### config.mk
export PLATFORM = sky130hd
export DESIGN_NAME = usp_queue
export DESIGN_NICKNAME = d
export VERILOG_FILES = /design/src/hw/rtl/usp_pkg.sv /design/src/hw/rtl/usp_queue.sv
export SDC_FILE = /design/constraint.sdc
export NUM_CORES = 1
export LEC_CHECK = 0
export ABC_AREA = 1
export BUFFER_PORTS_ARGS = -buffer_cell sky130_fd_sc_hd__buf_2
export CAP_MARGIN = 20
export CORE_MARGIN = 1
export CORE_UTILIZATION = 51
export DETAILED_ROUTE_END_ITERATION = 8
export PLACE_DENSITY = 0.72
export SLEW_MARGIN = 20
export SYNTH_ARGS = -nofsm -noshare
export SYNTH_HDL_FRONTEND = slang
export SYNTH_SLANG_ARGS = --single-unit
### constraint.sdc
create_clock -name clk -period 2.45 [get_ports clk]
set_input_delay 0 -clock clk [delete_from_list [all_inputs] [get_ports clk]]
set_output_delay 0 -clock clk [all_outputs]
set_load 0.05 [all_outputs]
### src/hw/rtl/usp_pkg.sv
// Shared types and constants for the UDP session permit filter.
// Used by the front, queue, back and top-level modules; no dependencies.
package usp_pkg;

  localparam int unsigned TABLE_ENTRIES = 1024;
  localparam int unsigned QUEUE_DEPTH   = 4;
  localparam int unsigned QPTR_W        = 2;

  localparam logic [15:0] PORT_RESET  = 16'd9999;
  localparam logic [15:0] ETHER_IPV4  = 16'h0800;
  localparam logic [7:0]  PROTO_UDP   = 8'd17;
  localparam logic [15:0] HDR_ETH     = 16'd14;
  localparam logic [15:0] HDR_IP_MIN  = 16'd34;
  localparam logic [15:0] HDR_UDP     = 16'd8;
  localparam logic [15:0] PAYLOAD_MIN = 16'd11;
  localparam logic [15:0] KEY_OFFSET  = 16'd3;
  localparam logic [15:0] KEY_BYTES   = 16'd8;

  // Input commands
  localparam logic [1:0] CMD_BYTE   = 2'd0;
  localparam logic [1:0] CMD_ADD    = 2'd1;
  localparam logic [1:0] CMD_REMOVE = 2'd2;

  // Queue job codes
  localparam logic [1:0] OP_VERDICT = 2'd0;
  localparam logic [1:0] OP_LOOKUP  = 2'd1;
  localparam logic [1:0] OP_ADD     = 2'd2;
  localparam logic [1:0] OP_REMOVE  = 2'd3;

  // Verdict causes
  localparam logic [1:0] CAUSE_OTHER     = 2'd0;
  localparam logic [1:0] CAUSE_PERMITTED = 2'd1;
  localparam logic [1:0] CAUSE_SHORT     = 2'd2;
  localparam logic [1:0] CAUSE_NO_PERMIT = 2'd3;

  // Table status
  localparam logic [1:0] ST_OK        = 2'd0;
  localparam logic [1:0] ST_FULL      = 2'd1;
  localparam logic [1:0] ST_NOT_FOUND = 2'd2;

  localparam logic KIND_VERDICT = 1'b0;
  localparam logic KIND_TABLE   = 1'b1;

  typedef struct packed {
    logic [1:0]  command;
    logic [7:0]  data_byte;
    logic        last_byte;
    logic [63:0] permit_key;
  } usp_in_t;

  typedef struct packed {
    logic        result_kind;
    logic        verdict;
    logic [1:0]  verdict_cause;
    logic [1:0]  table_status;
    logic [31:0] drops_counted;
  } usp_out_t;

  typedef struct packed {
    logic [1:0]  op;
    logic [1:0]  cause;
    logic [63:0] key;
  } usp_job_t;

endpackage

### src/hw/rtl/usp_queue.sv
// Short job queue between the front and back ends.
// Depends on usp_pkg.
module usp_queue (
  input  logic              clk,
  input  logic              rst,
  input  logic              push,
  input  usp_pkg::usp_job_t push_job,
  input  logic              pop,
  output usp_pkg::usp_job_t head,
  output logic              empty,
  output logic              full
);

  usp_pkg::usp_job_t                    slots [usp_pkg::QUEUE_DEPTH];
  logic [usp_pkg::QPTR_W-1:0]           wr_ptr;
  logic [usp_pkg::QPTR_W-1:0]           rd_ptr;
  logic [usp_pkg::QPTR_W:0]             count;

  assign head  = slots[rd_ptr];
  assign empty = (count == '0);
  assign full  = (count == (usp_pkg::QPTR_W+1)'(usp_pkg::QUEUE_DEPTH));

  // Store pushed jobs
  always_ff @(posedge clk) begin
    if (push) slots[wr_ptr] <= push_job;
  end

  // Advance pointers and occupancy
  always_ff @(posedge clk) begin
    if (rst) begin
      wr_ptr <= '0;
      rd_ptr <= '0;
      count  <= '0;
    end else begin
      if (push) wr_ptr <= wr_ptr + 1'b1;
      if (pop)  rd_ptr <= rd_ptr + 1'b1;
      case ({push, pop})
        2'b10:   count <= count + 1'b1;
        2'b01:   count <= count - 1'b1;
        default: count <= count;
      endcase
    end
  end

endmodule

Word-level counts from Yosys, hierarchy flattened:

Memory sizes are Yosys's and may differ from the RTL's. A register that Yosys moved wholly into a read port is not among the register bits.
Index checks and enable logic that the tools add are counted.
Widths: inputs -> output; s select.

* input port bits: 72
* memories: 1
* bits in latches: 0
* bits in read-only memories: 0
* bits in writable memories: 272
* word-level logic and storage cells: 18
* bits in registers: 7

Memories
* slots: depth 4, width 68, rd ports 1, clocked after Yosys merged registers in 1, wr ports 1, RTL line usp_queue.sv:14 `usp_pkg::usp_job_t slots [usp_pkg::QUEUE_DEPTH];`

* reduce and logical (&&, ||, !) cells: 2
* bitwise operators: 0
* shift operators: 0
* multiply operators: 0
* $add $sub $neg: 4
* equality and inequality tests: 3
* magnitude comparators: 0
* divide/modulo/power cells: 0
* muxes and demuxes: 5

Operator list (number)
* $pmux 3 s2: 1
* $add 2x1->2 const B: 2
* $mux 2: 2
* $add 3x1->3 const B: 1
* $eq 3x3->1 const B: 1
* $logic_not 3->1: 1
* $sub 3x1->3 const B: 1
* $eq 2x1->1 const B: 1
* $eq 2x2->1 const B: 1
* $mux 1: 2
* $reduce_bool 2->1: 1

Depth between registers and ports, before layout:

* depth after elaboration: 3
* gate-level depth with buffers: 10
* mapped depth without buffers: 10

Least setup slack after synthesis:

OpenSTA, ideal clock, no wires.

* kind: register to register
* start: reg wr_ptr[0] (netlist bit)
* end: mem slots[2][0] (netlist bit) (enable)
* path slack: 119 ps
* library setup time: 422 ps
* buffers on the path: 0
* arrival time: 1909 ps
* cell stages (with the launch flop): 5
* cells stage by stage: dfxtp_1 inv_1 ha_1 nand2_1 inv_1

RTL lines
* start, declared: RTL line usp_queue.sv:15 `logic [usp_pkg::QPTR_W-1:0] wr_ptr;`
* start signal, assigned: RTL line usp_queue.sv:35 `if (push) wr_ptr <= wr_ptr + 1'b1;`
* end, declared: RTL line usp_queue.sv:14

No word-level cell before the write port.

==> impl_metrics.csv <==
group,metric,value,unit
drt,drt_iter0_drc,367,
pwr,seqPwrFrac,0.503,
worst_setup_path,critPathMaxFanout,68,
worst_setup_path,crit_path_start_kind,"flop",
die,rows,52,
drt,ant_nets,0,
timing,tns,0,ns
timing,max_slew_margin,0.509,
clock_tree,cts_tree,"yes",
clock_tree,cts_max_path_buffers,3,
global_route,grt_pass1_vias,6681,
finish,fin_nets,1007,
timing,worst_pin_slew,0.737,ns
global_route,overflow,0,
die,die_y,146,µm
finish,stdcell_area,13100,µm²
global_route,grt_max_degree,137,
worst_setup_path,path_delay_family,"buffers and inverters",
drt,dr.pass1.iters,5,
synthesis,synth.avg_cell_area,14.7,µm²
synthesis,synth_top_area_share,0.778,
timing,drv_slew,0,
clock_tree,clk_latency,0.54,ns
synthesis,ys_ff_latch,281,
timing,min_period_over_period,0.926,
clock_tree,cts_setup_buffers,0,
global_route,grt_usage,0.212,
worst_setup_path,critPathBufInv,2,
die,die-area,21200,µm²
worst_hold_path,hp-class,"in -> reg",
synthesis,yosysWarnings,0,
clock_tree,numCtsBuffers,28,
synthesis,synth_top_area_cell,"edfxtp_1",
placed_design,port_buffers,141,
die,top_level_ports,142,
drt,wl_per_cell,18.3,µm
synthesis,syn_area,10500,µm²
timing,fin_skew,0.0185,ns
clock_tree,cts-root-buf,"clkbuf_16",
clock_tree,htreeDepth,1,
finish,mostFrequentLayoutCells,"272 x edfxtp_1, 141 x buf_2, 139 x nor2_1",
pwr,p_sw,2870,µW
outcome,status,"finished clean",
timing,max_freq,441,MHz
die,start_util,0.519,
finish,final_layout_size_suffix_gt1_frac,0.212,
pwr,p_leak,0.00466,µW
placed_design,placed_cell_area,11500,µm²
timing,hold_slack,0.214,ns
global_route,grt_pass1_wl,35100,µm
drt,vias,6646,
clock_tree,path_clk_slew,0.06,ns
timing,finalHoldViolations,0,
synthesis,synth_cell_types,21,
global_route,antenna_found_initial,1,
worst_setup_path,worst_path_largest_cell_delay,0.60,ns
die,core-area,20200,µm²
worst_setup_path,crit_slowest_cell,"buf_4",
pwr,swShare,0.261,
synthesis,synth_area_leaders,"edfxtp_1 78%, o21ai_0 6.5%, nor2_1 5.0%",
clock_tree,hold_buffers,71,
clock_tree,clock_sinks,281,
drt,drcViolationCount,0,
drt,routed_wirelength,22400,µm
pwr,p_int,8140,µW
pwr,comb_power_share,0.141,
worst_setup_path,endpoint_kind,"output port",
job,maxCapViolations,0,
timing,setup-violations-final,0,
synthesis,syn_nets,793,
worst_setup_path,path_cells,"buf_4, o21ai_0, o22ai_1, buf_2",
placed_design,hpwl,11800,µm
worst_setup_path,worst-setup-path-type,"reg -> out",
synthesis,seq_area_frac_synth,0.795,
drt,drt-vias-per-instance,5.45,
synthesis,synth_cells,715,
worst_setup_path,cp.arrival,2.27,ns
finish,layout_commonest_cell,"edfxtp_1",
worst_setup_path,cp_data_required_time,2.45,ns
pwr,peakVddDrop,693,µV
timing,rsz0062_at_grt,"false",
pwr,clockPowerShare,0.357,
timing,period_needed,2.27,ns
clock_tree,ctsResizeCount,0,
die,dieWidth,146,µm
pwr,power_density,841,nW/µm²
finish,syn2layout_area_growth,24.7,%
placed_design,gp_congestion,0.731,
area by class of cell:
class | instances | area (µm²)
flip-flops and latches | 281 | 8350
fillers | 1442 | 7140
multi-input cells | 373 | 1820
repair buffers | 227 | 1670
clock buffers | 36 | 752
well taps | 270 | 338
clock inverters | 14 | 87.6
inverters | 18 | 77.6
diodes | 1 | 2.50
power groups by stage:
stage	logic [µW]	registers [µW]	clock network (µW)
floorplan	1030	5640	0
global placement	1440	5630	0
detailed placement	1460	5640	0
CTS	1550	5540	3980
global route	1650	5550	4170
finish	1550	5540	3930
metal layers:
metal,vias up,GRT usage,wire [µm]
li1,3110,-,-
met1,3242,0.281,9510
met4,0,0.0516,297
met5,-,0,0
met3,34,0.0458,1590
met2,260,0.358,11000
cell families (layout without fill, tap and decap cells):
| kind of cell | count (synthesis) | in the layout | share of synthesized area |
|---|---|---|---|
| AOI/OAI and AO/OA | 215 | 215 | 0.111 |
| adders and majority gates | 6 | 6 | 0.00786 |
| buffers and inverters | 61 | 295 | 0.0319 |
| DFF | 281 | 281 | 0.795 |
| other | 0 | 1 | 0 |
| and+or+nand+nor | 152 | 152 | 0.0549 |
Yosys cell counts, drive strengths merged:
library cell	number
nand2	9
a21oi	5
o21ai	142
edfxtp	272
fa	1
inv	18
nor2	139
nand4	1
nand3	1
clkbuf	22
dfxtp	9
ha	5
buf	21
o22ai	68
nor3	2
state kept, by name, summed over array words and instances, names as in the netlist, named ones only:
register,flops
rd_ptr,2
count,3
slots,272
wr_ptr,2
final timing paths:
kind,startpoint,to,slack [ns],cells after the start
worst max-delay path,flop,head[27],0.18,4
worst min register to register,rd_ptr[1]$_SDFFE_PP0P_,flop,0.44,1
worst max register to register,wr_ptr[0]$_SDFFE_PP0P_,slots[0][49]$_DFFE_PP_,0.74,5
worst min-delay path,push_job[37],slots[0][37]$_DFFE_PP_,0.21,2
through the flow:
| step | setup WS [ns] | cells | util | total power (µW) |
|---|---|---|---|---|
| after floorplan | 0.119 | 715 | - | 6660 |
| after global placement | 0.766 | 1098 | 0.571 | 7070 |
| after detailed placement | 0.734 | 1098 | 0.571 | 7100 |
| after CTS | 0.187 | 1219 | 0.647 | 11100 |
| after global routing | 0.0377 | 1220 | 0.647 | 11400 |
| final | 0.182 | 1220 | 0.647 | 11000 |
Power figures use the tool's default switching activity.
