[config.mk]
export PLATFORM = sky130hd
export DESIGN_NAME = usp_front
export DESIGN_NICKNAME = d
export VERILOG_FILES = /design/src/hw/rtl/usp_pkg.sv /design/src/hw/rtl/usp_front.sv
export SDC_FILE = /design/constraint.sdc
export NUM_CORES = 1
export LEC_CHECK = 0
export BUFFER_PORTS_ARGS = -buffer_cell sky130_fd_sc_hd__buf_2
export CELL_PAD_IN_SITES_DETAIL_PLACEMENT = 0
export CELL_PAD_IN_SITES_GLOBAL_PLACEMENT = 1
export CORE_MARGIN = 3
export CORE_UTILIZATION = 28
export DETAILED_ROUTE_END_ITERATION = 7
export PLACE_DENSITY_LB_ADDON = 0.1
export SLEW_MARGIN = 20
export SYNTH_ARGS = -nofsm -noshare
export SYNTH_HDL_FRONTEND = slang
export SYNTH_SLANG_ARGS = --single-unit
[constraint.sdc]
create_clock -name clk -period 5.2 [get_ports clk]
set_clock_uncertainty 0.1 [all_clocks]
set_input_delay 0.26 -clock clk [delete_from_list [all_inputs] [get_ports clk]]
set_output_delay 0.26 -clock clk [all_outputs]
set_load 0.01 [all_outputs]
[src/hw/rtl/usp_pkg.sv]
// Shared types and constants for the UDP session permit filter.
// Used by the front, queue, back and top-level modules; no dependencies.
package usp_pkg;

  localparam int unsigned TABLE_ENTRIES = 1024;
  localparam int unsigned QUEUE_DEPTH   = 4;
  localparam int unsigned QPTR_W        = 2;

  localparam logic [15:0] PORT_RESET  = 16'd9999;
  localparam logic [15:0] ETHER_IPV4  = 16'h0800;
  localparam logic [7:0]  PROTO_UDP   = 8'd17;
  localparam logic [15:0] HDR_ETH     = 16'd14;
  localparam logic [15:0] HDR_IP_MIN  = 16'd34;
  localparam logic [15:0] HDR_UDP     = 16'd8;
  localparam logic [15:0] PAYLOAD_MIN = 16'd11;
  localparam logic [15:0] KEY_OFFSET  = 16'd3;
  localparam logic [15:0] KEY_BYTES   = 16'd8;

  // Input commands
  localparam logic [1:0] CMD_BYTE   = 2'd0;
  localparam logic [1:0] CMD_ADD    = 2'd1;
  localparam logic [1:0] CMD_REMOVE = 2'd2;

  // Queue job codes
  localparam logic [1:0] OP_VERDICT = 2'd0;
  localparam logic [1:0] OP_LOOKUP  = 2'd1;
  localparam logic [1:0] OP_ADD     = 2'd2;
  localparam logic [1:0] OP_REMOVE  = 2'd3;

  // Verdict causes
  localparam logic [1:0] CAUSE_OTHER     = 2'd0;
  localparam logic [1:0] CAUSE_PERMITTED = 2'd1;
  localparam logic [1:0] CAUSE_SHORT     = 2'd2;
  localparam logic [1:0] CAUSE_NO_PERMIT = 2'd3;

  // Table status
  localparam logic [1:0] ST_OK        = 2'd0;
  localparam logic [1:0] ST_FULL      = 2'd1;
  localparam logic [1:0] ST_NOT_FOUND = 2'd2;

  localparam logic KIND_VERDICT = 1'b0;
  localparam logic KIND_TABLE   = 1'b1;

  typedef struct packed {
    logic [1:0]  command;
    logic [7:0]  data_byte;
    logic        last_byte;
    logic [63:0] permit_key;
  } usp_in_t;

  typedef struct packed {
    logic        result_kind;
    logic        verdict;
    logic [1:0]  verdict_cause;
    logic [1:0]  table_status;
    logic [31:0] drops_counted;
  } usp_out_t;

  typedef struct packed {
    logic [1:0]  op;
    logic [1:0]  cause;
    logic [63:0] key;
  } usp_job_t;

endpackage

[src/hw/rtl/usp_front.sv]
// Front end: parses frame bytes, classifies finished frames, queues jobs.
// Depends on usp_pkg.
module usp_front (
  input  logic              clk,
  input  logic              rst,
  input  logic              accept,
  input  usp_pkg::usp_in_t  req,
  input  logic [15:0]       filter_port,
  output logic              push,
  output usp_pkg::usp_job_t job
);

  logic [15:0] byte_position;
  logic [15:0] ether_kind;
  logic [7:0]  ip_protocol_seen;
  logic [6:0]  udp_start;
  logic [15:0] dest_port_seen;
  logic [63:0] session_gather;

  logic [15:0] ether_next;
  logic [7:0]  proto_next;
  logic [6:0]  udp_next;
  logic [15:0] port_next;
  logic [63:0] gather_next;
  logic [15:0] pos_next;
  logic [15:0] u_old;
  logic [15:0] u_new;
  logic [15:0] len;
  logic [1:0]  cause;
  logic        need_lookup;
  logic        is_byte;

  // Capture header fields from the current byte
  always_comb begin
    u_old       = {9'd0, udp_start};
    ether_next  = ether_kind;
    proto_next  = ip_protocol_seen;
    udp_next    = udp_start;
    port_next   = dest_port_seen;
    gather_next = session_gather;
    if (byte_position == 16'd12) ether_next = {req.data_byte, ether_kind[7:0]};
    if (byte_position == 16'd13) ether_next = {ether_kind[15:8], req.data_byte};
    if (byte_position == 16'd14) udp_next = 7'd14 + {1'b0, req.data_byte[3:0], 2'b00};
    if (byte_position == 16'd23) proto_next = req.data_byte;
    if (byte_position == u_old + 16'd2) port_next = {req.data_byte, dest_port_seen[7:0]};
    if (byte_position == u_old + 16'd3) port_next = {dest_port_seen[15:8], req.data_byte};
    if (byte_position >= u_old + usp_pkg::HDR_UDP + usp_pkg::KEY_OFFSET &&
        byte_position < u_old + usp_pkg::HDR_UDP + usp_pkg::KEY_OFFSET + usp_pkg::KEY_BYTES)
      gather_next = {session_gather[55:0], req.data_byte};
    pos_next = (byte_position == 16'hFFFF) ? byte_position : byte_position + 16'd1;
    len      = pos_next;
  end

  // Classify a finished frame ahead of the table lookup
  always_comb begin
    u_new       = {9'd0, udp_next};
    cause       = usp_pkg::CAUSE_OTHER;
    need_lookup = 1'b0;
    if (len < usp_pkg::HDR_ETH) cause = usp_pkg::CAUSE_OTHER;
    else if (ether_next != usp_pkg::ETHER_IPV4) cause = usp_pkg::CAUSE_OTHER;
    else if (len < usp_pkg::HDR_IP_MIN) cause = usp_pkg::CAUSE_OTHER;
    else if (proto_next != usp_pkg::PROTO_UDP) cause = usp_pkg::CAUSE_OTHER;
    else if (len < u_new + usp_pkg::HDR_UDP) cause = usp_pkg::CAUSE_OTHER;
    else if (port_next != filter_port) cause = usp_pkg::CAUSE_OTHER;
    else if (len < u_new + usp_pkg::HDR_UDP + usp_pkg::PAYLOAD_MIN)
      cause = usp_pkg::CAUSE_SHORT;
    else need_lookup = 1'b1;
  end

  // Build the queue job
  always_comb begin
    is_byte = (req.command == usp_pkg::CMD_BYTE);
    push    = 1'b0;
    job     = '{op: usp_pkg::OP_VERDICT, cause: cause, key: req.permit_key};
    case (req.command)
      usp_pkg::CMD_BYTE: begin
        push    = accept && req.last_byte;
        job.op  = need_lookup ? usp_pkg::OP_LOOKUP : usp_pkg::OP_VERDICT;
        job.key = gather_next;
      end
      usp_pkg::CMD_ADD: begin
        push   = accept;
        job.op = usp_pkg::OP_ADD;
      end
      usp_pkg::CMD_REMOVE: begin
        push   = accept;
        job.op = usp_pkg::OP_REMOVE;
      end
      default: push = 1'b0;
    endcase
  end

  // Advance frame state; clear it after each verdict
  always_ff @(posedge clk) begin
    if (rst || (accept && is_byte && req.last_byte)) begin
      byte_position    <= '0;
      ether_kind       <= '0;
      ip_protocol_seen <= '0;
      udp_start        <= 7'd14;
      dest_port_seen   <= '0;
      session_gather   <= '0;
    end else if (accept && is_byte) begin
      byte_position    <= pos_next;
      ether_kind       <= ether_next;
      ip_protocol_seen <= proto_next;
      udp_start        <= udp_next;
      dest_port_seen   <= port_next;
      session_gather   <= gather_next;
    end
  end

endmodule

After elaboration in Yosys (flattened, before gate mapping)
Index checks and enable logic that the tools add are counted.
{"block": "totals", "regBits": 127, "output_inout_bits": 69}
{"block": "classes", "addsub": 9, "order_cmp": 6, "eq_ne": 12, "n_mux": 26, "reduce_logical": 7}
{"operator": "2-to-1 mux 64 bit", "n": 2}
{"operator": "2-to-1 mux 16 bit", "n": 5}
{"operator": "equality test 16 x 4 -> 1 bit (second input constant)", "n": 3}
{"operator": "equality test 16 x 8 -> 1 bit", "n": 2}
{"operator": "adder 16 x 1 -> 16 bit (second input constant)", "n": 1}
{"operator": "adder 7 x 2 -> 8 bit (second input constant)", "n": 2}
{"operator": "adder 7 x 4 -> 8 bit (second input constant)", "n": 2}
{"operator": "equality test 16 bit (second input constant)", "n": 1}
{"operator": "equality test 16 x 5 -> 1 bit (second input constant)", "n": 1}
{"operator": ">= comparator 16 bit", "n": 1}
{"operator": "< comparator 16 x 10 -> 1 bit", "n": 1}
{"operator": "< comparator 16 bit", "n": 1}
{"operator": "< comparator 16 x 4 -> 1 bit (second input constant)", "n": 1}
{"operator": "< comparator 16 x 6 -> 1 bit (second input constant)", "n": 1}
{"operator": "< comparator 16 x 9 -> 1 bit", "n": 1}
{"operator": "!= test 16 x 12 -> 1 bit (second input constant)", "n": 1}
{"operator": "!= test 16 bit", "n": 1}
{"operator": "2-to-1 mux 2 bit", "n": 7}
{"operator": "adder 9 x 4 -> 10 bit (second input constant)", "n": 1}
{"operator": "adder 8 x 2 -> 9 bit (second input constant)", "n": 1}
{"operator": "adder 8 x 4 -> 9 bit (second input constant)", "n": 1}
{"operator": "2-to-1 mux 1 bit", "n": 8}
{"operator": "2-to-1 mux 8 bit", "n": 1}
{"operator": "!= test 8 x 5 -> 1 bit (second input constant)", "n": 1}
{"operator": "other kinds (10)", "n": 13}

Longest topological paths before layout
Gate-level depths: netlist of run 1.
{"block": "logic_depth", "ltp_word": 14, "ltp_mapped": 20, "depth_no_buf": 18}

Worst setup path after synthesis of run 1
OpenSTA, ideal clock, no wires.
{"block": "synth_timing", "path_type": "reg2out", "startpoint": "register byte_position[5]", "endpoint": "output job[66] (netlist name)", "arrival_ps": 3940, "required_ps": 4840, "slack_ps": 900, "path_stages_with_launch": 19, "path_buffers": 2, "path_cell_list": "dfxtp_1 -> buf_2 -> nor4_1 -> and4_1 -> and3_1 -> buf_4 -> mux2i_1 -> inv_1 -> ha_1 -> xor2_1 -> xnor2_1 -> ha_1 -> a21o_1 -> a21oi_1 -> nor2b_1 -> o21ai_0 -> nand2_1 -> or3b_2 -> a41o_1"}
{"item": "from (decl)", "line_no": "usp_front.sv:13", "rtl": "logic [15:0] byte_position;"}
{"item": "from (signal assigned)", "line_no": "usp_front.sv:103", "rtl": "byte_position <= pos_next;"}
{"item": "to (decl)", "line_no": "usp_front.sv:10", "rtl": "output usp_pkg::usp_job_t job"}

==> results of run 1 <==
## layout make-up
| cell class | instances | area (um2) | share of cell area (%) |
|---|---|---|---|
| Clock inverter | 13 | 180 | 1.65 |
| Antenna cell | 1 | 2.50 | 0.0229 |
| Sequential cell | 127 | 2540 | 23.3 |
| Multi-Input combinational cell | 902 | 6060 | 55.5 |
| Tap cell | 402 | 503 | 4.60 |
| Inverter | 34 | 128 | 1.17 |
| Clock buffer | 19 | 433 | 3.96 |
| Timing Repair Buffer | 190 | 1080 | 9.86 |
## flip-flops by register name, indices dropped and copies added, names as in the netlist
register / cells
ip_protocol_seen: 8
byte_position: 16
session_gather: 64
dest_port_seen: 16
udp_start: 7
ether_kind: 16
## per-stage QoR
stage               instance area, um2  instances
CTS                              10900       1687
global route                     10900       1688
finish                           10900       1688
floorplan                         9030       1162
detailed placement               10200       1655
global placement                 10200       1655
## critical path, delay by kind of cell, from the launching register on
kind	cells	cell delay, ns
XOR/XNOR	2	0.48
flip-flops	1	0.53
AND/OR/NAND/NOR	7	1.39
adder cells (fa/ha/maj)	2	0.52
AO/OA/AOI/OAI	3	0.64
buffers and inverters	3	0.54
## repair_timing
| action | 4_1_cts | 5_1_grt |
|---|---|---|
| hold buffers | 0 | 0 |
| gates resized for setup | 2 | 11 |
| setup endpoints to repair | 2 | 41 |
## how the worst max path moves through the flow
stage,start,endpoint,depth (start not counted)
global placement,byte_position[8]$_SDFFE_PP0P_,job[66],17
floorplan,byte_position[5]$_SDFFE_PP0P_,job[66],18
CTS,byte_position[15]$_SDFFE_PP0P_,job[66],17
global route,byte_position[15]$_SDFFE_PP0P_,job[66],18
finish,udp_start[1]$_SDFFE_PP1P_,job[35],17
detailed placement,byte_position[8]$_SDFFE_PP0P_,job[66],17
## metal layers
metal	up-vias	routed length, um
li1	4387	-
met1	4225	16000
met2	179	15000
met3	33	1390
met4	6	433
met5	-	32
## kinds of logic after synthesis
kind of cell	Yosys count	synth area share, %
flip-flops	127	28.2
buffers and inverters	133	6.07
AND/OR/NAND/NOR	420	22.1
AO/OA/AOI/OAI	265	19.5
multiplexers	105	11.6
XOR/XNOR	63	6.11
other	2	0.0832
adder cells (fa/ha/maj)	46	6.36
## cell usage in the layout (no fill, tap or decap), types with 4 or more instances in the layout
cell       Yosys  routed
a211oi_1       5       4
a21o_1         8       7
a21oi_1       74      72
a221o_1       13      13
a31oi_1       11      11
a41oi_1       39      39
and2_1         9       9
and3_1         8       7
buf_12         0       4
buf_2          9     161
buf_4         10      24
clkbuf_16      0      17
dfxtp_1      127     127
ha_1          45      44
inv_1         33      32
mux2i_1      105     104
nand2_1      148     147
nand2b_1       4       4
nand3_1       20      20
nand3b_1       5       5
nand4_1       15      15
nor2_1       117     117
nor2b_1        7       7
nor3_1        34      33
nor4_1        12      10
nor4b_1        4       4
o211ai_1      12      12
o21ai_0       65      65
o221ai_1       5       5
o22ai_1        4       4
or3_1         16      16
xnor2_1       31      31
xor2_1        32      31
## power breakdown
part	switching [mW]	total, mW	internal [mW]	leakage (nW)
clock	0.526	1.29	0.767	0.293
sequential	0.00279	0.976	0.973	1.02
combinational	0.167	0.276	0.109	2.88
total	0.696	2.55	1.85	4.20
==> metrics.csv, run 1 <==
stage,metric,value,unit
placed_design,dp.final_hpwl,23100,um
clock_tree,htreeDepth,4,
floorplanning,dieArea,0.0344,mm2
detailed_routing,wire_per_inst,19.5,um
detailed_routing,viasPerCell,5.23,
critical_path,r2r_setup_slack,0.70,ns
floorplanning,rows,65,
placed_design,place.gp.congestion,0.820,
sta,fmax,203,MHz
min_path,min_path_type,input port to register,
critical_path,cp_slowest_cell,dfxtp_1,
clock_tree,clockBufferDepth,2,
sta,finalHoldViolations,0,
grt,grtUsageMet1,26.6,%
grt,met2_usage,30.3,%
synthesis,yosysWarnings,0,
critical_path,ff2ff_path_depth,17,
critical_path,crit_chain,inv_1 -> ha_1 -> a21oi_2 -> nand2_1 -> nand2_1 -> xor2_1 -> nor3_1 -> xor2_1 -> ha_1 -> and3_1 -> a22oi_1 -> nor4b_4 -> nand2_2 -> buf_12 -> or3_1 -> a31oi_1 -> buf_2,
floorplanning,core_area,0.0316,mm2
min_path,hold_depth,3,
sta,hold_slack,0.147,ns
clock_tree,cts_sinks,127,
synthesis,synth_cell_types,70,
critical_path,start_kind,register,
synthesis,synthArstFlopShare,0,%
grt,busiest_layer,met2,
detailed_routing,firstDrtPassIters,5,
sta,tightest_slew,1.11,ns
clock_tree,cts.clk_slew.worst_paths,0.06,ns
synthesis,synth_flop_cell,dfxtp_1,
pwr,power,2.55,mW
grt,grt_util_met3,3.79,%
critical_path,cp-end-kind,primary output,
synthesis,synth_commonest_cells,"nand2_1, dfxtp_1, nor2_1, mux2i_1, clkbuf_1",
final_layout,nets,1411,
final_layout,syn2layout_area_growth,21.0,%
grt,grt_max_degree,76,
sta,setup_viol,0,
grt,grt-ovfl-total,0,
floorplanning,start_util,28.5,%
critical_path,timing.rr.start,udp_start[1]$_SDFFE_PP1P_,
sta,max_slew_margin,26.1,%
clock_tree,cts_tree,done,
grt,antenna_found_initial,4,
run,cap_violations,0,
floorplanning,die_h,186,um
grt,gr-usage-all-layers,19.1,%
final_layout,utilization,34.5,%
sta,period_share,94.8,%
pwr,p_per_area,233,mW/mm2
sta,fin_setup_tns,0,ns
pwr,p_leak,4.20,nW
grt,grt_pass1_vias,8789,
synthesis,synth-edff-count,0,
placed_design,port-buffer-count,161,
grt,grt_pass1_wl,51500,um
detailed_routing,drc,0,
min_path,min_from,req[70],
critical_path,r2r_end,session_gather[43]$_SDFFE_PP0P_,
critical_path,worstPathMaxFanout,38,
detailed_routing,ant_nets,0,
synthesis,syn_inst,1161,
synthesis,synth_top_area_share,28.2,%
outcome,outcome,finished clean,
final_layout,drive_gt1_share,19.6,%
clock_tree,cts_buffers,17,
detailed_routing,drtIter0Drc,444,
critical_path,critPathMaxStageDelay,0.53,ns
final_layout,fillers,3431,
sta,setup_ws,0.273,ns
synthesis,avgSynthCellArea,7.78,um2
clock_tree,clk_latency,0.44,ns
pwr,ir_drop,0.218,mV
synthesis,yosys.area.top_type,dfxtp_1,
synthesis,yosysMostFrequentCell,nand2_1,
critical_path,arrival,4.57,ns
placed_design,pre_cts_ws,0.363,ns
sta,drv_slew,0,
floorplanning,ioPinCount,163,
synthesis,synth.area.top_cells,"dfxtp_1, mux2i_1, ha_1, nand2_1, nor2_1",
clock_tree,post_cts_buffers,0,
detailed_routing,wl,32900,um
synthesis,ys_ff_latch,127,
min_path,hold_end,ether_kind[5]$_SDFFE_PP0P_,
critical_path,crit_required,4.84,ns
floorplanning,die_w,186,um
detailed_routing,vias,8830,
clock_tree,root_buffer,clkbuf_16,
synthesis,netlist_area,0.00903,mm2
critical_path,timing_worst_setup_path_type,register to primary output,
synthesis,ys_seq_area_share,28.2,%
sta,fin_crit,4.93,ns
Power figures use the tool's default switching activity.
==> run 2: changes to the inputs <==
CORE_ASPECT_RATIO = 1.75   (was not set)
CORE_UTILIZATION = 42   (was 28)
==> run 2 against run 1 <==
Core utilization rose by 17 points. Highest routed layer unchanged. Routed wire length fell by 8.8%. Via count increased by 1.6%. Largest cell class unchanged. Combinational power fell by 3%. Sequential cell count is the same. Final cell count down 8.8%. Count of clock-buffer cells in the layout increased by 1. Clock power down 5%. First-iteration DRC count increased by 4.3%. Global-route usage up 6.9 points. Final area shrank 1.8%. Worst hold slack worse by 0.023 ns.
==> metrics.csv, run 2 (synthesis results as in run 1) <==
stage,metric,value,unit,change
grt,grt_pass1_wl,47500,um,-7.7%
clock_tree,htreeDepth,4,,unchanged
floorplanning,core_area,0.0210,mm2,-34%
grt,grt-ovfl-total,0,,unchanged
clock_tree,cts_sinks,127,,unchanged
sta,max_slew_margin,41.8,%,+16 points
grt,grt_max_degree,91,,+20%
detailed_routing,viasPerCell,5.82,,+11%
critical_path,cp_slowest_cell,or3b_2,,
critical_path,cp-end-kind,primary output,,
placed_design,dp.final_hpwl,22000,um,-4.9%
final_layout,largest_register_ffs,64,,unchanged
clock_tree,post_cts_resized,0,,-2
final_layout,syn2layout_area_growth,18.8,%,
floorplanning,start_util,43.0,%,+14 points
floorplanning,die_h,200,um,+7.8%
detailed_routing,ant_nets,0,,unchanged
detailed_routing,vias,8968,,+1.6%
placed_design,pre_cts_ws,0.503,ns,+0.140 ns
sta,fmax,204,MHz,+0.30%
final_layout,diodes,0,,-1
pwr,p_per_area,231,mW/mm2,-0.88%
pwr,p_leak,4.19,nW,-0.20%
sta,fin_setup_tns,0,ns,unchanged
sta,finalHoldViolations,0,,unchanged
floorplanning,ioPinCount,163,,unchanged
detailed_routing,wire_per_inst,19.5,um,about the same
critical_path,critPathMaxStageDelay,0.48,ns,-0.05 ns
clock_tree,clockBufferDepth,2,,unchanged
critical_path,arrival,4.55,ns,-0.02 ns
detailed_routing,firstDrtPassIters,5,,unchanged
pwr,power,2.48,mW,-2.7%
clock_tree,holdBufCountCts,0,,unchanged
detailed_routing,drc,0,,unchanged
clock_tree,root_buffer,clkbuf_16,,
final_layout,final_common_cell,buf_2,,
final_layout,fillers,2137,,-38%
final_layout,regMostFlops,session_gather,,
final_layout,nets,1414,,+0.21%
run,cap_violations,0,,unchanged
grt,grt_pass1_vias,8848,,+0.67%
critical_path,timing_worst_setup_path_type,register to primary output,,
pwr,ir_drop,0.196,mV,-10%
placed_design,postPlaceCellArea,0.0101,mm2,-1.7%
sta,fin_crit,4.91,ns,-0.0149 ns
clock_tree,post_cts_buffers,0,,unchanged
clock_tree,clk_latency,0.43,ns,about the same
clock_tree,cts_buffers,17,,unchanged
floorplanning,dieArea,0.0234,mm2,-32%
sta,setup_ws,0.288,ns,+0.0149 ns
sta,drv_slew,0,,unchanged
floorplanning,die_w,117,um,-37%
floorplanning,rows,70,,+7.7%
critical_path,crit_chain,nor4_1 -> and4_2 -> and3_4 -> mux2i_2 -> inv_1 -> ha_1 -> xor2_2 -> nor2_1 -> nand2_1 -> xnor2_1 -> ha_1 -> a21oi_1 -> nor2b_1 -> o21ai_1 -> nand2_1 -> or3b_2 -> a41o_1 -> buf_2,,
critical_path,worstPathMaxFanout,5,,-87%
sta,hold_slack,0.124,ns,-0.0235 ns
placed_design,place.gp.congestion,0.943,,+15%
sta,period_share,94.5,%,-0.29 points
final_layout,stdcell_area,0.0107,mm2,-1.8%
final_layout,drive_gt1_share,19.8,%,+0.19 points
min_path,min_path_type,input port to register,,
grt,gr-usage-all-layers,26.0,%,+6.9 points
detailed_routing,drtIter0Drc,463,,+4.3%
sta,setup_viol,0,,unchanged
critical_path,crit_required,4.84,ns,about the same
sta,tightest_slew,0.873,ns,-0.235 ns
sta,rsz0062_at_grt,false,,
final_layout,final_cell_mix,"buf_2, nand2_1, dfxtp_1",,
clock_tree,cts.clk_slew.worst_paths,0.06,ns,about the same
placed_design,port-buffer-count,161,,unchanged
clock_tree,cts_tree,done,,
critical_path,start_kind,register,,
grt,antenna_found_initial,1,,-3
detailed_routing,wl,30000,um,-8.8%
outcome,outcome,finished clean,,
-- run 2: cell count changes in the layout (fill, tap and decap cells not counted), moves of 2 or more --
| cell | previous run | this run |
|---|---|---|
| nor4_1 | 10 | 12 |
| buf_4 | 24 | 28 |
| nor3_2 | 2 | 4 |
| inv_8 | 2 | 0 |
| clkinv_2 | 0 | 2 |
| xor2_1 | 31 | 28 |
| xor2_2 | 1 | 4 |
| nor4_2 | 2 | 0 |
-- run 2: metal layers --
metal | share of wire [%] | up-vias | track usage (%)
met4 | 4.4 | 2 | 12.8
met5 | 0.043 | - | 0
met2 | 51 | 260 | 44.7
li1 | - | 4397 | -
met3 | 4.6 | 71 | 5.01
met1 | 40 | 4238 | 30.7
-- run 2: report_power, final --
group / total [mW] / internal, mW / switching, mW
clock: 1.23 / 0.757 / 0.477
sequential: 0.976 / 0.974 / 0.00227
combinational: 0.267 / 0.108 / 0.159
total: 2.48 / 1.84 / 0.638
-- run 2: path summary, 6_finish.rpt --
kind         slack (ns)                            start  cells past startpoint                         endpoint
max                0.29    byte_position[5]$_SDFFE_PP0P_                     18                          job[66]
min                0.12                          req[70]                      3       ether_kind[5]$_SDFFE_PP0P_
max reg2reg        1.08        udp_start[2]$_SDFFE_PP1P_                     15  session_gather[34]$_SDFFE_PP0P_
min reg2reg        0.35  session_gather[56]$_SDFFE_PP0P_                      2  session_gather[56]$_SDFFE_PP0P_
-- run 2: final cells by class --
cell class                      count  area, um2  share of cell area [%]
Multi-Input combinational cell    902       6060                    56.5
Sequential cell                   127       2540                    23.7
Timing Repair Buffer              193       1090                    10.1
Clock buffer                       20        437                    4.07
Tap cell                          252        315                    2.94
Clock inverter                     12        159                    1.48
Inverter                           34        128                    1.19
-- run 2: metrics by stage --
step / utilization [%] / std cells
final: 51.0 / 1540
after global routing: 51.0 / 1540
after CTS: 50.7 / 1540
after detailed placement: 47.9 / 1508
after global placement: 47.9 / 1508
after floorplan: - / 1162
-- run 2: critical path, delay by kind of cell (launching register included) --
| family | cells | cell delay [ns] |
|---|---|---|
| flops | 1 | 0.31 |
| simple gates | 8 | 1.79 |
| buf+inv | 2 | 0.24 |
| fa+ha+maj | 2 | 0.58 |
| mux | 1 | 0.30 |
| compound gates | 3 | 0.53 |
| xor+xnor | 2 | 0.36 |
==> run 3: changes to the inputs <==
ABC_AREA = 0   (was not set)
CORE_UTILIZATION = 43   (was 42)
CTS_BUF_LIST = sky130_fd_sc_hd__clkbuf_4 sky130_fd_sc_hd__clkbuf_8   (was not set)
==> run 3 against run 2 <==
Routed wire length is essentially flat. Setup slack got worse by 0.0029 ns. Register-to-register slack lost 0.35 ns. Non-clock buffer count is 13 lower. Largest cell class unchanged. Combinational power grew 2%. Sequential power hardly changed. Global-route usage is 0.43 points higher. Core utilization increased by 0.17 points. Critical path depth unchanged. First-iteration DRC count is 13% lower.
==> metrics.csv, run 3 (synthesis results as in run 1) <==
stage,metric,value,unit,change
detailed_routing,firstDrtPassIters,5,,unchanged
floorplanning,die_h,198,um,-1.1%
sta,setup_viol,0,,unchanged
grt,gr-usage-all-layers,26.5,%,+0.43 points
critical_path,cp-end-kind,primary output,,
pwr,power,2.23,mW,-10%
detailed_routing,vias,8919,,-0.55%
pwr,internal_power,1.63,mW,-11%
detailed_routing,wire_per_inst,19.7,um,+1.1%
detailed_routing,drc,0,,unchanged
placed_design,pre_cts_ws,0.329,ns,-0.174 ns
critical_path,crit_chain,nor4_4 -> and4_4 -> and3_4 -> mux2i_4 -> inv_1 -> ha_1 -> xor2_2 -> nor2_1 -> nand2_1 -> xnor2_1 -> ha_1 -> a21oi_1 -> nor2b_1 -> o21ai_0 -> nand2_1 -> or3b_2 -> a41o_1 -> buf_2,,
clock_tree,holdBufCountCts,0,,unchanged
sta,fmax,203,MHz,about the same
floorplanning,rows,69,,-1.4%
min_path,min_from,req[70],,
placed_design,dp.final_hpwl,21900,um,-0.17%
grt,antenna_found_initial,1,,unchanged
final_layout,drive_gt1_share,19.3,%,-0.50 points
clock_tree,cts_tree,done,,
clock_tree,post_cts_buffers,0,,unchanged
floorplanning,start_util,44.1,%,+1.2 points
placed_design,postPlaceCellArea,0.00995,mm2,-1.1%
final_layout,syn2layout_area_growth,16.0,%,
final_layout,multi_input_area,0.00607,mm2,+0.12%
critical_path,critPathMaxStageDelay,0.47,ns,about the same
floorplanning,core_area,0.0205,mm2,-2.7%
min_path,min_path_type,input port to register,,
sta,finalHoldViolations,0,,unchanged
detailed_routing,viasPerCell,5.85,,+0.50%
final_layout,final_common_cell,buf_2,,
clock_tree,root_buffer,clkbuf_8,,
final_layout,register_area,0.00254,mm2,about the same
critical_path,r2r_setup_slack,0.73,ns,-0.35 ns
sta,setup_ws,0.285,ns,-0.00286 ns
final_layout,utilization,51.2,%,+0.17 points
final_layout,regMostFlops,session_gather,,
detailed_routing,wl,30000,um,about the same
sta,period_share,94.5,%,about the same
min_path,hold_depth,3,,unchanged
critical_path,start_kind,register,,
outcome,outcome,finished clean,,
clock_tree,htreeDepth,4,,unchanged
clock_tree,cts_sinks,127,,unchanged
critical_path,r2r_end,session_gather[16]$_SDFFE_PP0P_,,
pwr,p_comb_share,12.2,%,+1.4 points
pwr,p_switching,0.596,mW,-6.7%
sta,max_slew_margin,40.1,%,-1.7 points
grt,grt_max_degree,76,,-16%
pwr,ir_drop,0.154,mV,-21%
final_layout,nets,1401,,-0.92%
final_layout,fillers,2161,,+1.1%
floorplanning,dieArea,0.0228,mm2,-2.2%
floorplanning,die_w,116,um,-1.1%
critical_path,critPathTopFamily,simple AND/OR/NAND/NOR gates,,
clock_tree,cts.clk_slew.worst_paths,0.08,ns,+0.02 ns
pwr,p_per_area,213,mW/mm2,-7.9%
min_path,hold_end,ether_kind[5]$_SDFFE_PP0P_,,
pwr,switching_share,26.7,%,+0.98 points
final_layout,largest_register_ffs,64,,unchanged
grt,grt_pass1_wl,47600,um,+0.15%
pwr,p_leak,4.07,nW,-3.0%
critical_path,timing_worst_setup_path_type,register to primary output,,
critical_path,ff2ff_path_depth,17,,+2
pwr,seqPwrFrac,43.8,%,+4.4 points
critical_path,arrival,4.55,ns,about the same
run,cap_violations,0,,unchanged
critical_path,crit_required,4.84,ns,about the same
placed_design,port-buffer-count,161,,unchanged
critical_path,cp_slowest_cell,or3b_2,,
pwr,p_clk_share,44.0,%,-5.8 points
grt,grt_pass1_vias,8950,,+1.2%
final_layout,final_cell_mix,"buf_2, nand2_1, dfxtp_1",,
floorplanning,ioPinCount,163,,unchanged
final_layout,stdcell_area,0.0105,mm2,-2.3%
detailed_routing,ant_nets,0,,unchanged
detailed_routing,drtIter0Drc,405,,-13%
clock_tree,cts_buffers,17,,unchanged
critical_path,critPathBufInv,2,,unchanged
clock_tree,clk_latency,0.45,ns,+0.02 ns
placed_design,place.gp.congestion,0.933,,-1.1%
grt,grt-ovfl-total,0,,unchanged
critical_path,timing.rr.start,udp_start[1]$_SDFFE_PP1P_,,
sta,fin_crit,4.91,ns,+0.00286 ns
sta,tightest_slew,0.898,ns,+0.0246 ns
critical_path,worstPathMaxFanout,10,,+5
clock_tree,clockBufferDepth,2,,unchanged
sta,drv_slew,0,,unchanged
sta,fin_setup_tns,0,ns,unchanged
[run 3: what timing repair did]
action                     CTS  global route
pin swaps                    0             1
setup endpoints to repair    2            27
resized for setup            5            14
[run 3: per-stage QoR]
| step | hold WS [ns] | cells |
|---|---|---|
| 6_report | 0.110 | 1524 |
| 5_1_grt | 0.0893 | 1523 |
| 4_1_cts | 0.0649 | 1523 |
| 3_5_place_dp | 0.343 | 1491 |
| 3_3_place_gp | 0.340 | 1491 |
| 2_1_floorplan | 0.330 | 1162 |
[run 3: metal layers]
metal	GRT usage (%)	routed length (um)	vias up
li1	-	-	4369
met1	30.2	11800	4226
met2	46.9	15700	271
met3	4.71	1460	53
met4	12.5	1140	0
met5	0	0	-
[run 3: worst register-to-register path: stages (launching register included)]
cell	delay, ns
dfxtp_1	0.50
inv_1	0.13
ha_1	0.25
a21oi_2	0.27
nand2_1	0.15
nand2_1	0.12
xor2_2	0.11
nor3_1	0.24
xor2_1	0.20
ha_1	0.25
and3_1	0.18
a22oi_1	0.18
nor4b_4	0.30
nand2_2	0.08
buf_4	0.34
nor3_2	0.30
buf_12	0.41
mux2i_1	0.28
[run 3: worst max path at each step]
stage,end,from,cells after the start,slack [ns]
2_1_floorplan,job[66],byte_position[5]$_SDFFE_PP0P_,18,0.90
3_3_place_gp,job[66],byte_position[15]$_SDFFE_PP0P_,17,0.46
3_5_place_dp,job[66],byte_position[15]$_SDFFE_PP0P_,17,0.33
4_1_cts,job[63],udp_start[1]$_SDFFE_PP1P_,17,0.07
5_1_grt,job[63],udp_start[1]$_SDFFE_PP1P_,17,-0.03
6_report,job[66],byte_position[14]$_SDFFE_PP0P_,18,0.29
[run 3: power groups by stage]
stage               registers, mW  logic [mW]  clock network (mW)
CTS                         0.975       0.275                1.00
global placement            0.998       0.274                   0
floorplan                   0.996       0.153                   0
finish                      0.975       0.273               0.980
global route                0.975       0.300                1.04
detailed placement          0.998       0.273                   0
[run 3: final cells by class]
cell class | count | area share [%]
Tap cell | 248 | 2.96
Clock inverter | 12 | 1.74
Clock buffer | 20 | 2.51
Multi-Input combinational cell | 902 | 57.9
Timing Repair Buffer | 180 | 9.36
Sequential cell | 127 | 24.3
Inverter | 34 | 1.22
Antenna cell | 1 | 0.0239
